$ cat src/design/dde_pkg.sv
`default_nettype none

package dde_pkg;

  localparam int unsigned CORDIC_STEPS_DEF = 24;
  localparam logic [15:0] COUNT_MIDPOINT = 16'd32767;

  localparam int unsigned CFG_IDX_W = 2;
  localparam int unsigned CFG_DATA_W = 32;
  localparam logic [CFG_IDX_W-1:0] CFG_DIST_PER_COUNT = 2'd0;
  localparam logic [CFG_IDX_W-1:0] CFG_HEAD_PER_COUNT = 2'd1;
  localparam logic [CFG_IDX_W-1:0] CFG_TICKS_PER_SEC = 2'd2;
  localparam logic [15:0] TPS_RESET = 16'd1000;

  localparam int unsigned MUL_A_W = 48;
  localparam int unsigned MUL_B_W = 32;
  localparam int unsigned MUL_P_W = MUL_A_W + MUL_B_W;

  localparam int unsigned CORD_W = 34;
  localparam logic signed [CORD_W-1:0] CORD_GAIN_INV = 34'sh026DD3B6A;

  function automatic logic [31:0] atan_lookup(input logic [4:0] idx);
    logic [31:0] r;
    case (idx)
      5'd0: r = 32'h20000000;
      5'd1: r = 32'h12E4051E;
      5'd2: r = 32'h09FB385B;
      5'd3: r = 32'h051111D4;
      5'd4: r = 32'h028B0D43;
      5'd5: r = 32'h0145D7E1;
      5'd6: r = 32'h00A2F61E;
      5'd7: r = 32'h00517C55;
      5'd8: r = 32'h0028BE53;
      5'd9: r = 32'h00145F2F;
      5'd10: r = 32'h000A2F98;
      5'd11: r = 32'h000517CC;
      5'd12: r = 32'h00028BE6;
      5'd13: r = 32'h000145F3;
      5'd14: r = 32'h0000A2FA;
      5'd15: r = 32'h0000517D;
      5'd16: r = 32'h000028BE;
      5'd17: r = 32'h0000145F;
      5'd18: r = 32'h00000A30;
      5'd19: r = 32'h00000518;
      5'd20: r = 32'h0000028C;
      5'd21: r = 32'h00000146;
      5'd22: r = 32'h000000A3;
      5'd23: r = 32'h00000051;
      5'd24: r = 32'h00000029;
      5'd25: r = 32'h00000014;
      5'd26: r = 32'h0000000A;
      5'd27: r = 32'h00000005;
      5'd28: r = 32'h00000003;
      5'd29: r = 32'h00000001;
      5'd30: r = 32'h00000001;
      default: r = 32'h00000000;
    endcase
    return r;
  endfunction

endpackage

`default_nettype wire

$ cat src/design/dde_in_if.sv
`default_nettype none

interface dde_in_if;
  logic valid;
  logic ready;
  logic [15:0] left_count;
  logic [15:0] right_count;

  modport source (output valid, output left_count, output right_count, input ready);
  modport sink (input valid, input left_count, input right_count, output ready);
endinterface

`default_nettype wire

$ cat src/design/dde_out_if.sv
`default_nettype none

interface dde_out_if;
  logic valid;
  logic ready;
  logic signed [31:0] speed_left;
  logic signed [31:0] speed_right;
  logic signed [31:0] pos_x;
  logic signed [31:0] pos_y;
  logic [31:0] heading;

  modport source (output valid, output speed_left, output speed_right, output pos_x,
                  output pos_y, output heading, input ready);
  modport sink (input valid, input speed_left, input speed_right, input pos_x,
                input pos_y, input heading, output ready);
endinterface

`default_nettype wire

$ cat src/design/dde_mul.sv
`default_nettype none

// Unsigned shift-add multiplier that retires one multiplier bit per cycle.
module dde_mul import dde_pkg::*; (
  input  logic               clk_i,
  input  logic               rst_ni,
  input  logic               start_i,
  input  logic [MUL_A_W-1:0] a_i,
  input  logic [MUL_B_W-1:0] b_i,
  output logic [MUL_P_W-1:0] prod_o,
  output logic               busy_o,
  output logic               done_o
);

  localparam int unsigned CW = $clog2(MUL_B_W);

  logic [MUL_A_W-1:0] a_q;
  logic [MUL_P_W-1:0] p_q;
  logic [CW-1:0]      cnt_q;
  logic               busy_q, done_q;
  logic [MUL_A_W:0]   part_sum;

  assign part_sum = {1'b0, p_q[MUL_P_W-1:MUL_B_W]} + (p_q[0] ? {1'b0, a_q} : '0);

  always_ff @(posedge clk_i or negedge rst_ni) begin
    if (!rst_ni) begin
      busy_q <= 1'b0;
      done_q <= 1'b0;
      cnt_q  <= '0;
    end else begin
      done_q <= 1'b0;
      if (start_i) begin
        busy_q <= 1'b1;
        cnt_q  <= '0;
      end else if (busy_q) begin
        cnt_q <= cnt_q + 1'b1;
        if (cnt_q == CW'(MUL_B_W - 1)) begin
          busy_q <= 1'b0;
          done_q <= 1'b1;
        end
      end
    end
  end

  always_ff @(posedge clk_i) begin
    if (start_i) begin
      a_q <= a_i;
      p_q <= {{MUL_A_W{1'b0}}, b_i};
    end else if (busy_q) begin
      p_q <= {part_sum, p_q[MUL_B_W-1:1]};
    end
  end

  assign prod_o = p_q;
  assign busy_o = busy_q;
  assign done_o = done_q;

endmodule

`default_nettype wire

$ cat src/design/dde_cordic.sv
`default_nettype none

// Iterative rotation-mode CORDIC, one micro-rotation per cycle.
module dde_cordic import dde_pkg::*; #(
  parameter int unsigned CORDIC_STEPS = CORDIC_STEPS_DEF
) (
  input  logic                     clk_i,
  input  logic                     rst_ni,
  input  logic                     start_i,
  input  logic [31:0]              angle_i,
  output logic signed [CORD_W-1:0] cos_o,
  output logic signed [CORD_W-1:0] sin_o,
  output logic                     done_o
);

  localparam int unsigned IW = $clog2(CORDIC_STEPS);

  logic signed [CORD_W-1:0] x_q, y_q, z_q;
  logic signed [CORD_W-1:0] z0, dx, dy, at;
  logic                     flip_q, run_q, done_q;
  logic [IW-1:0]            i_q;

  assign z0 = CORD_W'($signed(angle_i));
  assign dx = x_q >>> i_q;
  assign dy = y_q >>> i_q;
  assign at = $signed({2'b00, atan_lookup(5'(i_q))});

  always_ff @(posedge clk_i or negedge rst_ni) begin
    if (!rst_ni) begin
      run_q  <= 1'b0;
      done_q <= 1'b0;
      i_q    <= '0;
    end else if (start_i) begin
      run_q  <= 1'b1;
      done_q <= 1'b0;
      i_q    <= '0;
    end else if (run_q) begin
      i_q <= i_q + 1'b1;
      if (i_q == IW'(CORDIC_STEPS - 1)) begin
        run_q  <= 1'b0;
        done_q <= 1'b1;
      end
    end
  end

  always_ff @(posedge clk_i) begin
    if (start_i) begin
      x_q <= CORD_GAIN_INV;
      y_q <= '0;
      if (z0 > 34'sh040000000) begin
        z_q    <= z0 - 34'sh080000000;
        flip_q <= 1'b1;
      end else if (z0 < -34'sh040000000) begin
        z_q    <= z0 + 34'sh080000000;
        flip_q <= 1'b1;
      end else begin
        z_q    <= z0;
        flip_q <= 1'b0;
      end
    end else if (run_q) begin
      if (!z_q[CORD_W-1]) begin
        x_q <= x_q - dy;
        y_q <= y_q + dx;
        z_q <= z_q - at;
      end else begin
        x_q <= x_q + dy;
        y_q <= y_q - dx;
        z_q <= z_q + at;
      end
    end
  end

  assign cos_o  = flip_q ? -x_q : x_q;
  assign sin_o  = flip_q ? -y_q : y_q;
  assign done_o = done_q;

endmodule

`default_nettype wire

$ cat src/design/differential_drive_odometry.sv
// Each accepted item runs seven products in turn through the shared
// one-bit-per-cycle multiplier, and the results then load the output
// register. No new item is taken until the output register is loaded;
// the sine and cosine of the heading are computed in parallel with the
// first products.
// Reset clears position and heading to zero and the registers to distance 0,
// heading gain 0 and 1000 ticks per second.
`default_nettype none

module differential_drive_odometry import dde_pkg::*; #(
  parameter int unsigned CORDIC_STEPS = CORDIC_STEPS_DEF
) (
  input  logic                  clk_i,
  input  logic                  rst_ni,
  dde_in_if.sink                in_i,
  dde_out_if.source             out_o,
  input  logic                  cfg_we_i,
  input  logic [CFG_IDX_W-1:0]  cfg_idx_i,
  input  logic [CFG_DATA_W-1:0] cfg_data_i
);

  typedef enum logic [2:0] {
    ST_IDLE = 3'b001,
    ST_MUL  = 3'b010,
    ST_DONE = 3'b100
  } state_e;

  typedef enum logic [2:0] {
    MOP_DL, MOP_DR, MOP_SL, MOP_SR, MOP_X, MOP_Y, MOP_H
  } mop_e;

  localparam logic [46:0] ACC_MAX = {47{1'b1}};
  localparam logic signed [49:0] ACC_HI = $signed({3'b000, ACC_MAX});
  localparam logic signed [49:0] ACC_LO = -ACC_HI;

  state_e state_q;
  mop_e   op_q, op_next;
  logic   go_q;

  logic [23:0] dpc_q;
  logic [31:0] hpc_q;
  logic [15:0] tps_q;

  logic signed [16:0] dlc_q, drc_q;
  logic signed [41:0] dl_q, dr_q;
  logic signed [47:0] xacc_q, yacc_q;
  logic [31:0]        heading_q;
  logic signed [31:0] spl_q, spr_q;

  logic               out_vld_q;
  logic signed [31:0] o_spl_q, o_spr_q, o_x_q, o_y_q;
  logic [31:0]        o_head_q;

  logic signed [CORD_W-1:0] cos_w, sin_w;
  logic                     cord_done;

  logic [MUL_A_W-1:0] mul_a;
  logic [MUL_B_W-1:0] mul_b;
  logic [MUL_P_W-1:0] prod;
  logic               mul_start, mul_busy, mul_done;

  logic               in_acc;
  logic signed [41:0] sum_w;
  logic signed [17:0] diff_w;
  logic [16:0]        abs_dlc, abs_drc, abs_diff;
  logic [41:0]        abs_sum, abs_dl, abs_dr;
  logic [CORD_W-1:0]  abs_c, abs_s;
  logic               neg;
  logic [MUL_P_W:0]   prod_s;
  logic signed [49:0] sp_w;
  logic signed [31:0] sp_sat;
  logic [50:0]        r_w;
  logic [46:0]        r_cl;
  logic signed [49:0] inc_w, acc_old, acc_sum;
  logic signed [47:0] acc_sat;

  assign in_acc   = in_i.valid && in_i.ready;
  assign in_i.ready = (state_q == ST_IDLE);

  always_ff @(posedge clk_i or negedge rst_ni) begin
    if (!rst_ni) begin
      dpc_q <= '0;
      hpc_q <= '0;
      tps_q <= TPS_RESET;
    end else if (cfg_we_i) begin
      case (cfg_idx_i)
        CFG_DIST_PER_COUNT: dpc_q <= cfg_data_i[23:0];
        CFG_HEAD_PER_COUNT: hpc_q <= cfg_data_i;
        CFG_TICKS_PER_SEC:  tps_q <= cfg_data_i[15:0];
        default: ;
      endcase
    end
  end

  dde_cordic #(.CORDIC_STEPS(CORDIC_STEPS)) u_cordic (
    .clk_i   (clk_i),
    .rst_ni  (rst_ni),
    .start_i (in_acc),
    .angle_i (heading_q),
    .cos_o   (cos_w),
    .sin_o   (sin_w),
    .done_o  (cord_done)
  );

  dde_mul u_mul (
    .clk_i   (clk_i),
    .rst_ni  (rst_ni),
    .start_i (mul_start),
    .a_i     (mul_a),
    .b_i     (mul_b),
    .prod_o  (prod),
    .busy_o  (mul_busy),
    .done_o  (mul_done)
  );

  assign sum_w    = dl_q + dr_q;
  assign diff_w   = {drc_q[16], drc_q} - {dlc_q[16], dlc_q};
  assign abs_dlc  = dlc_q[16] ? 17'(-dlc_q) : dlc_q;
  assign abs_drc  = drc_q[16] ? 17'(-drc_q) : drc_q;
  assign abs_diff = diff_w[17] ? 17'(-diff_w) : diff_w[16:0];
  assign abs_sum  = sum_w[41] ? -sum_w : sum_w;
  assign abs_dl   = dl_q[41] ? -dl_q : dl_q;
  assign abs_dr   = dr_q[41] ? -dr_q : dr_q;
  assign abs_c    = cos_w[CORD_W-1] ? -cos_w : cos_w;
  assign abs_s    = sin_w[CORD_W-1] ? -sin_w : sin_w;

  always_comb begin
    mul_a = '0;
    mul_b = '0;
    neg   = 1'b0;
    case (op_q)
      MOP_DL: begin
        mul_a = MUL_A_W'(dpc_q);
        mul_b = MUL_B_W'(abs_dlc);
        neg   = dlc_q[16];
      end
      MOP_DR: begin
        mul_a = MUL_A_W'(dpc_q);
        mul_b = MUL_B_W'(abs_drc);
        neg   = drc_q[16];
      end
      MOP_SL: begin
        mul_a = MUL_A_W'(abs_dl);
        mul_b = MUL_B_W'(tps_q);
        neg   = dl_q[41];
      end
      MOP_SR: begin
        mul_a = MUL_A_W'(abs_dr);
        mul_b = MUL_B_W'(tps_q);
        neg   = dr_q[41];
      end
      MOP_X: begin
        mul_a = MUL_A_W'(abs_sum);
        mul_b = abs_c[MUL_B_W-1:0];
        neg   = sum_w[41] ^ cos_w[CORD_W-1];
      end
      MOP_Y: begin
        mul_a = MUL_A_W'(abs_sum);
        mul_b = abs_s[MUL_B_W-1:0];
        neg   = sum_w[41] ^ sin_w[CORD_W-1];
      end
      MOP_H: begin
        mul_a = MUL_A_W'(hpc_q);
        mul_b = MUL_B_W'(abs_diff);
        neg   = diff_w[17];
      end
      default: ;
    endcase
  end

  always_comb begin
    case (op_q)
      MOP_DL:  op_next = MOP_DR;
      MOP_DR:  op_next = MOP_SL;
      MOP_SL:  op_next = MOP_SR;
      MOP_SR:  op_next = MOP_X;
      MOP_X:   op_next = MOP_Y;
      MOP_Y:   op_next = MOP_H;
      default: op_next = MOP_DL;
    endcase
  end

  assign mul_start = (state_q == ST_MUL) && go_q && (op_q != MOP_X || cord_done);

  // Signed product; speeds and heading take floor shifts straight from it.
  assign prod_s = neg ? -{1'b0, prod} : {1'b0, prod};
  assign sp_w   = $signed(prod_s[57:8]);
  always_comb begin
    if (sp_w > 50'sh0_0000_7FFF_FFFF) begin
      sp_sat = 32'sh7FFF_FFFF;
    end else if (sp_w < -50'sh0_0000_8000_0000) begin
      sp_sat = -32'sh8000_0000;
    end else begin
      sp_sat = sp_w[31:0];
    end
  end

  // Position increment truncates toward zero, so it works on the magnitude.
  assign r_w     = prod[73:23];
  assign r_cl    = (r_w[50:47] != 4'd0) ? ACC_MAX : r_w[46:0];
  assign inc_w   = neg ? -$signed({3'b000, r_cl}) : $signed({3'b000, r_cl});
  assign acc_old = (op_q == MOP_Y) ? 50'(yacc_q) : 50'(xacc_q);
  assign acc_sum = acc_old + inc_w;
  always_comb begin
    if (acc_sum > ACC_HI) begin
      acc_sat = ACC_HI[47:0];
    end else if (acc_sum < ACC_LO) begin
      acc_sat = ACC_LO[47:0];
    end else begin
      acc_sat = acc_sum[47:0];
    end
  end

  always_ff @(posedge clk_i or negedge rst_ni) begin
    if (!rst_ni) begin
      state_q   <= ST_IDLE;
      op_q      <= MOP_DL;
      go_q      <= 1'b0;
      xacc_q    <= '0;
      yacc_q    <= '0;
      heading_q <= '0;
      out_vld_q <= 1'b0;
    end else begin
      if (state_q == ST_DONE && (!out_vld_q || out_o.ready)) begin
        out_vld_q <= 1'b1;
      end else if (out_o.ready) begin
        out_vld_q <= 1'b0;
      end
      if (mul_start) begin
        go_q <= 1'b0;
      end
      case (state_q)
        ST_IDLE: begin
          if (in_acc) begin
            state_q <= ST_MUL;
            op_q    <= MOP_DL;
            go_q    <= 1'b1;
          end
        end
        ST_MUL: begin
          if (mul_done) begin
            case (op_q)
              MOP_X: xacc_q <= acc_sat;
              MOP_Y: yacc_q <= acc_sat;
              MOP_H: heading_q <= heading_q + prod_s[39:8];
              default: ;
            endcase
            op_q <= op_next;
            if (op_q == MOP_H) begin
              state_q <= ST_DONE;
            end else begin
              go_q <= 1'b1;
            end
          end
        end
        ST_DONE: begin
          if (!out_vld_q || out_o.ready) begin
            state_q <= ST_IDLE;
          end
        end
        default: state_q <= ST_IDLE;
      endcase
    end
  end

  always_ff @(posedge clk_i) begin
    if (in_acc) begin
      dlc_q <= $signed({1'b0, COUNT_MIDPOINT}) - $signed({1'b0, in_i.left_count});
      drc_q <= $signed({1'b0, COUNT_MIDPOINT}) - $signed({1'b0, in_i.right_count});
    end
    if (state_q == ST_MUL && mul_done) begin
      case (op_q)
        MOP_DL: dl_q <= prod_s[41:0];
        MOP_DR: dr_q <= prod_s[41:0];
        MOP_SL: spl_q <= sp_sat;
        MOP_SR: spr_q <= sp_sat;
        default: ;
      endcase
    end
    if (state_q == ST_DONE && (!out_vld_q || out_o.ready)) begin
      o_spl_q  <= spl_q;
      o_spr_q  <= spr_q;
      o_x_q    <= xacc_q[47:16];
      o_y_q    <= yacc_q[47:16];
      o_head_q <= heading_q;
    end
  end

  assign out_o.valid       = out_vld_q;
  assign out_o.speed_left  = o_spl_q;
  assign out_o.speed_right = o_spr_q;
  assign out_o.pos_x       = o_x_q;
  assign out_o.pos_y       = o_y_q;
  assign out_o.heading     = o_head_q;

`ifndef NO_ASSERTIONS
  a_cordic_ready: assert property (@(posedge clk_i) disable iff (!rst_ni)
    (mul_done && (op_q == MOP_X || op_q == MOP_Y)) |-> cord_done)
    else $error("position product finished before the sine and cosine");

  a_idle_mul: assert property (@(posedge clk_i) disable iff (!rst_ni)
    in_i.ready |-> !mul_busy)
    else $error("multiplier busy while the block takes a new item");

  a_heading_hold: assert property (@(posedge clk_i) disable iff (!rst_ni)
    !(mul_done && op_q == MOP_H && state_q == ST_MUL) |=> $stable(heading_q))
    else $error("heading changed outside its update");
`endif

endmodule

`default_nettype wire
$ cat src/flat_wrapper.sv
// flat-port wrapper written by rule: the top's interface ports become plain ports
module differential_drive_odometry_flat import dde_pkg::*;
#(
  parameter int unsigned CORDIC_STEPS = CORDIC_STEPS_DEF
)
  (clk_i, rst_ni, cfg_we_i, cfg_idx_i, cfg_data_i, in_i_valid, in_i_left_count, in_i_right_count, in_i_ready, out_o_valid, out_o_speed_left, out_o_speed_right, out_o_pos_x, out_o_pos_y, out_o_heading, out_o_ready);
  dde_in_if in_i_i ();
  dde_out_if out_o_i ();
  input  logic clk_i;
  input  logic rst_ni;
  input  logic cfg_we_i;
  input  logic [CFG_IDX_W-1:0] cfg_idx_i;
  input  logic [CFG_DATA_W-1:0] cfg_data_i;
  input wire logic [$bits(in_i_i.valid)-1:0] in_i_valid;
  input wire logic [$bits(in_i_i.left_count)-1:0] in_i_left_count;
  input wire logic [$bits(in_i_i.right_count)-1:0] in_i_right_count;
  output wire logic [$bits(in_i_i.ready)-1:0] in_i_ready;
  output wire logic [$bits(out_o_i.valid)-1:0] out_o_valid;
  output wire logic [$bits(out_o_i.speed_left)-1:0] out_o_speed_left;
  output wire logic [$bits(out_o_i.speed_right)-1:0] out_o_speed_right;
  output wire logic [$bits(out_o_i.pos_x)-1:0] out_o_pos_x;
  output wire logic [$bits(out_o_i.pos_y)-1:0] out_o_pos_y;
  output wire logic [$bits(out_o_i.heading)-1:0] out_o_heading;
  input wire logic [$bits(out_o_i.ready)-1:0] out_o_ready;
  assign in_i_i.valid = in_i_valid;
  assign in_i_i.left_count = in_i_left_count;
  assign in_i_i.right_count = in_i_right_count;
  assign in_i_ready = in_i_i.ready;
  assign out_o_valid = out_o_i.valid;
  assign out_o_speed_left = out_o_i.speed_left;
  assign out_o_speed_right = out_o_i.speed_right;
  assign out_o_pos_x = out_o_i.pos_x;
  assign out_o_pos_y = out_o_i.pos_y;
  assign out_o_heading = out_o_i.heading;
  assign out_o_i.ready = out_o_ready;
  differential_drive_odometry #(.CORDIC_STEPS(CORDIC_STEPS)) u_core (.clk_i(clk_i), .rst_ni(rst_ni), .in_i(in_i_i), .out_o(out_o_i), .cfg_we_i(cfg_we_i), .cfg_idx_i(cfg_idx_i), .cfg_data_i(cfg_data_i));
endmodule
$ cat config.mk
export PLATFORM = sky130hd
export DESIGN_NAME = differential_drive_odometry_flat
export DESIGN_NICKNAME = d
export VERILOG_FILES = /design/src/design/dde_pkg.sv /design/src/design/dde_in_if.sv /design/src/design/dde_out_if.sv /design/src/design/dde_mul.sv /design/src/design/dde_cordic.sv /design/src/design/differential_drive_odometry.sv /design/src/flat_wrapper.sv
export SDC_FILE = /design/constraint.sdc
export NUM_CORES = 2
export LEC_CHECK = 0
export BUFFER_PORTS_ARGS = -buffer_cell sky130_fd_sc_hd__buf_2
export CORE_MARGIN = 4
export CORE_UTILIZATION = 65
export CTS_CLUSTER_DIAMETER = 50
export DETAILED_ROUTE_END_ITERATION = 8
export PLACE_DENSITY = 0.83
export SLEW_MARGIN = 20
export SYNTH_ARGS = -nofsm -noshare
export SYNTH_HDL_FRONTEND = slang
export SYNTH_HIERARCHICAL = 1
export SYNTH_SLANG_ARGS = --single-unit
export TNS_END_PERCENT = 5
$ cat constraint.sdc
create_clock -name clk_i -period 14.1 [get_ports clk_i]
set_input_delay 2.82 -clock clk_i [delete_from_list [all_inputs] [get_ports clk_i]]
set_output_delay 2.82 -clock clk_i [all_outputs]
set_load 0.01 [all_outputs]
# Yosys cells after proc, flatten, opt, wreduce, memory -nomap -nowiden
# Memories as Yosys holds them, arrays and structs flattened.
# Cells that the tools add are included.
[totals] ff_bits=795 rom_bits=960 elab_cells=188 mem_count=1
[op_classes] add_sub_neg=29 n_lt_le_gt_ge=6 eq_ne=18 n_shift=2 muxes=64 n_bitwise=2 reduce_logical=32
[memory_table] memory="(name not given)" depth=32 width=30 read_ports=1 rd_ports_with_merged_regs=0 write_ports=0 line="dde_pkg.sv:24" rtl="case (idx)"
[op_table] op="$mux W34" count=9
[op_table] op="$pmux W42 S5" count=1
[op_table] op="$mux W32" count=6
[op_table] op="$pmux W32 S6" count=1
[op_table] op="$mux W48" count=3
[op_table] op="$mux W42" count=3
[op_table] op="$neg A42 Y42" count=3
[op_table] op="$mux W50" count=2
[op_table] op="$add A34 B34 Y34" count=2
[op_table] op="$neg A34 Y34" count=2
[op_table] op="$sshr A34 B5 Y34" count=2
[op_table] op="$sub A34 B34 Y34" count=2
[op_table] op="$neg A32 Y32" count=2
[op_table] op="$mux W58" count=1
[op_table] op="$neg A58 Y58" count=1
[op_table] op="$mux W17" count=3
[op_table] op="$neg A17 Y17" count=3
[op_table] op="$add A50 B50 Y50" count=1
[op_table] op="$gt A50 B32 Y1 const B" count=1
[op_table] op="$gt A50 B48 Y1 const B" count=1
[op_table] op="$lt A50 B32 Y1 const B" count=1
[op_table] op="$lt A50 B48 Y1 const B" count=1
[op_table] op="$neg A47 Y50" count=1
[op_table] op="$add A48 B48 Y49" count=1
[op_table] op="other kinds (41)" count=100

# Logic depth before layout (Yosys ltp)
[logic_depth] depth_word=9 ltp_mapped=39 ltp_nobuf=33

# Hierarchy
# The synthesis kept the hierarchy.
[modules_own_cells] module="differential_drive_odometry" n_inst=1 cells_each=3860 area_each_um2=36737.7 seq_area_each_um2=15423.5
[modules_own_cells] module="dde_cordic" n_inst=1 cells_each=2271 area_each_um2=17893.4 seq_area_each_um2=2587.5
[modules_own_cells] module="dde_mul" n_inst=1 cells_each=758 area_each_um2=7677.4 seq_area_each_um2=3538.4

# Worst setup path before layout
# Ideal clock, no wire load.
[synth_timing] kind="reg2reg" start="register u_core.u_cordic.x_q[0]" end="register u_core.xacc_q[14]" t_arrival_ns=8.773 setup_slack_ns=5.190 stages_incl_launch_ff=38 synth_period_minus_slack_ns=8.910 path_cell_list="dfxtp_1 > or2_0 > or4_1 > or2_2 > or3b_1 > or4_1 > or4_1 > or2_2 > inv_1 > nand2_1 > o21ai_0 > xnor2_1 > mux2i_1 > or3b_2 > o2111a_1 > nand3_1 > clkbuf_8 > clkbuf_1 > [2 not listed] > xor2_1 > ha_1 > o21a_1 > o31a_1 > o311ai_4 > a211oi_1 > o32a_1 > a221o_1 > a221oi_2 > xnor2_1 > nor4_1 > nand4_1 > nor4_1 > o21a_1 > buf_2 > buf_4 > buf_4 > a21oi_1"
[synth_via] elab_chain_cells=9
[synth_rtl] item="start, declared" line="dde_cordic.sv:18" rtl="logic signed [CORD_W-1:0] x_q, y_q, z_q;"
[synth_rtl] item="start signal, assigned" line="dde_cordic.sv:62" rtl="x_q <= x_q - dy;"
[synth_rtl] item="start signal, assigned" line="dde_cordic.sv:66" rtl="x_q <= x_q + dy;"
[synth_rtl] item="$neg A34 Y34 *" line="dde_cordic.sv:73" rtl="assign cos_o = flip_q ? -x_q : x_q;"
[synth_rtl] item="$mux W34 *" line="dde_cordic.sv:73"
[synth_rtl] item="net u_core.cos_w[33]" line="differential_drive_odometry.sv:54" rtl="logic signed [CORD_W-1:0] cos_w, sin_w;"
[synth_rtl] item="$xor A1 B1 Y1 *" line="differential_drive_odometry.sv:155" rtl="neg = sum_w[41] ^ cos_w[CORD_W-1];"
[synth_rtl] item="$pmux W1 S7 *" line="differential_drive_odometry.sv:131" rtl="case (op_q)"
[synth_rtl] item="$mux W50 *" line="differential_drive_odometry.sv:201" rtl="assign inc_w = neg ? -$signed({3'b000, r_cl}) : $signed({3'b000, r_cl});"
[synth_rtl] item="$add A50 B50 Y50 *" line="differential_drive_odometry.sv:203" rtl="assign acc_sum = acc_old + inc_w;"
[synth_rtl] item="$lt A50 B48 Y1" line="differential_drive_odometry.sv:207" rtl="end else if (acc_sum < ACC_LO) begin"
[synth_rtl] item="$mux W48" line="differential_drive_odometry.sv:207"
[synth_rtl] item="$mux W48 *" line="differential_drive_odometry.sv:205" rtl="if (acc_sum > ACC_HI) begin"
[synth_rtl] item="end signal, assigned" line="differential_drive_odometry.sv:243" rtl="MOP_X: xacc_q <= acc_sat;"
[synth_rtl] item="end, declared" line="differential_drive_odometry.sv:46" rtl="logic signed [47:0] xacc_q, yacc_q;"
# Mark *: on every way through the listed nets, which the timed path passes. The rest lies on a longest branch.
# A chain may end at the register's enable or synchronous reset.

# Final worst setup path
[layout_timing] start="register u_core.u_cordic.x_q[0]" end="register u_core.yacc_q[2]"
[layout_via] elab_chain_cells=9
[layout_rtl] item="$neg A34 Y34 *" line="dde_cordic.sv:73"
[layout_rtl] item="$mux W34 *" line="dde_cordic.sv:73"
[layout_rtl] item="net u_core.cos_w[33]" line="differential_drive_odometry.sv:54"
[layout_rtl] item="$xor A1 B1 Y1 *" line="differential_drive_odometry.sv:155"
[layout_rtl] item="$pmux W1 S7 *" line="differential_drive_odometry.sv:131"
[layout_rtl] item="$mux W50 *" line="differential_drive_odometry.sv:201"
[layout_rtl] item="$add A50 B50 Y50 *" line="differential_drive_odometry.sv:203"
[layout_rtl] item="$lt A50 B48 Y1" line="differential_drive_odometry.sv:207"
[layout_rtl] item="$mux W48" line="differential_drive_odometry.sv:207"
[layout_rtl] item="$mux W48 *" line="differential_drive_odometry.sv:205"
[layout_rtl] item="end signal, assigned" line="differential_drive_odometry.sv:244" rtl="MOP_Y: yacc_q <= acc_sat;"
[layout_rtl] item="end, declared" line="differential_drive_odometry.sv:46"
# Marked as above.

==> impl_metrics.json <==
{
  "outcome": "finished, final reports clean",
  "routed_wl_um": 217000,
  "hold-worst-slack_ns": 0.413,
  "cts_tree": "built",
  "ir_drop_mv": 0.389,
  "dr.pass1.iters": 9,
  "grt_overflow": 0,
  "cts-buffers-inserted": 101,
  "crit_type": "register to register",
  "crit_fanout": 72,
  "core-area_sq_um": 95000,
  "worst_skew_pair.late_latency_ns": 0.72,
  "ioPinCount": 233,
  "period_share_pct": 80.4,
  "start_util_pct": 65.5,
  "drive_gt1_share_pct": 12.6,
  "cts_max_level": 3,
  "grt_pass1_vias": 54200,
  "grt_pass1_wl_um": 326000,
  "dieArea_sq_um": 101000,
  "syn_area_per_cell_sq_um": 9.05,
  "via_count": 56700,
  "layout_common_cells": "nand2_1 (749), nor2_1 (557), edfxtp_1 (455)",
  "wl_per_cell_um": 26.2,
  "crit_path_max_incr_delay_ns": 0.68,
  "cp.arrival_ns": 11.86,
  "finClkSkew_ns": 0.0369,
  "grt_max_degree": 92,
  "final_net_count": 7301,
  "powerDensity_nw_per_um2": 270,
  "tightest_slew_ns": 1.17,
  "fin_cells": 8270,
  "cpMostUsedCell": "or4_1",
  "yosys_warnings": 6,
  "leakage_nw": 27.2,
  "crit_slowest_cell": "buf_4",
  "dp_hpwl_um": 162000,
  "dieWidth_um": 318,
  "worstSetupStartpointType": "register",
  "portBuffers": 232,
  "syn_area_sq_um": 62300,
  "ctsHoldBuffers": 0,
  "syn_inst": 6884,
  "cts_root_buf": "clkbuf_16",
  "hold_path.class": "register to register",
  "cts.path.max_buffers": 3,
  "cap_violations": 0,
  "setup_viol": 0,
  "path_clk_slew_ns": 0.06,
  "drv_slew": 0,
  "drtAntennaViolNets": 0,
  "relSlewSlack_pct": 21.7,
  "grt_usage_pct": 41.3,
  "rsz0062_at_grt": "no",
  "hold_viol_final": 0,
  "cp_data_required_time_ns": 14.63,
  "routabilityCongestion": 1.09,
  "min_period_ns": 11.33,
  "dieHeight_um": 318,
  "final_common_cell": "nand2_1",
  "rows": 113,
  "endpoint_kind": "register",
  "dp_cells": 8072,
  "antenna_found_initial": 7,
  "numClockSinks": 793,
  "ctsResizeCount": 0,
  "fillers": 7274,
  "tns_ns": 0,
  "placed_area_sq_um": 63700,
  "post_cts_buffers": 0,
  "vias_per_cell": 6.85,
  "drtIter0Drc": 6816,
  "fmax_ghz": 0.0883,
  "route.detailed.drc": 0,
  "area_delta_synth_final_pct": 7.98,
  "design_area_sq_um": 67200
}
## worst paths after layout
kind | endpoint | slack [ns] | startpoint | depth (start not counted)
max | u_core/yacc_q[2] | 2.77 | u_core/u_cordic/x_q[0] | 34
min | u_core/out_o.speed_right[1] | 0.41 | u_core/spr_q[1] | 0
max reg2reg | u_core/yacc_q[2] | 2.77 | u_core/u_cordic/x_q[0] | 34
min reg2reg | u_core/out_o.speed_right[1] | 0.41 | u_core/spr_q[1] | 0
max in group asynchronous | u_core/yacc_q[37] | 9.60 | rst_ni | 3
min in group asynchronous | u_core/hpc_q[26] | 2.11 | rst_ni | 1
## state kept, by name, indices dropped and copies added (netlist names), 34 cells and up
name                 count
u_core/u_mul/prod_o     80
u_core/u_mul/a_q        48
u_core/xacc_q           48
u_core/yacc_q           48
u_core/dl_q             42
u_core/dr_q             42
u_core/u_cordic/x_q     34
u_core/u_cordic/y_q     34
u_core/u_cordic/z_q     34
## power breakdown
part / total, mW / internal [mW] / leakage [nW] / switching (mW)
registers: 3.83 / 3.11 / 7.91 / 0.717
clock network: 2.63 / 1.50 / 1.67 / 1.13
logic: 11.7 / 4.52 / 17.6 / 7.16
total: 18.1 / 9.13 / 27.2 / 9.01
## metal layers
| layer | global-route usage [%] | part of all wire [%] |
|---|---|---|
| met4 | 31.0 | 9.2 |
| met1 | 49.6 | 36 |
| met5 | 0 | 0 |
| met3 | 8.92 | 9.8 |
| met2 | 65.3 | 45 |
## critical path: cells and delay by family (launching register included)
kind | cells | cell delay, ns
flops | 1 | 0.37
fa+ha+maj | 1 | 0.40
xor+xnor | 2 | 0.37
buf+inv | 4 | 1.62
compound gates | 8 | 2.43
mux | 1 | 0.23
simple gates | 18 | 5.64
## layout make-up
class	instances	area, sq um	area share [%]
diodes	6	15.0	0.0223
clock inverters	71	783	1.16
inverters	223	837	1.24
repair buffers	334	1930	2.88
clock buffers	120	2680	3.99
multi-input cells	5458	37800	56.3
flip-flops and latches	793	21600	32.1
well taps	1265	1580	2.35
## per-stage QoR
step / total power, mW / utilization, % / setup WS, ns
6_report: 18.1 / 70.8 / 2.77
5_1_grt: 19.2 / 70.8 / 1.99
4_1_cts: 17.8 / 70.7 / 2.95
3_5_place_dp: 15.0 / 67.1 / 2.99
3_3_place_gp: 14.8 / 67.1 / 3.23
2_1_floorplan: 12.1 / - / 5.19
No activity file was read; power rests on OpenSTA's default activity.
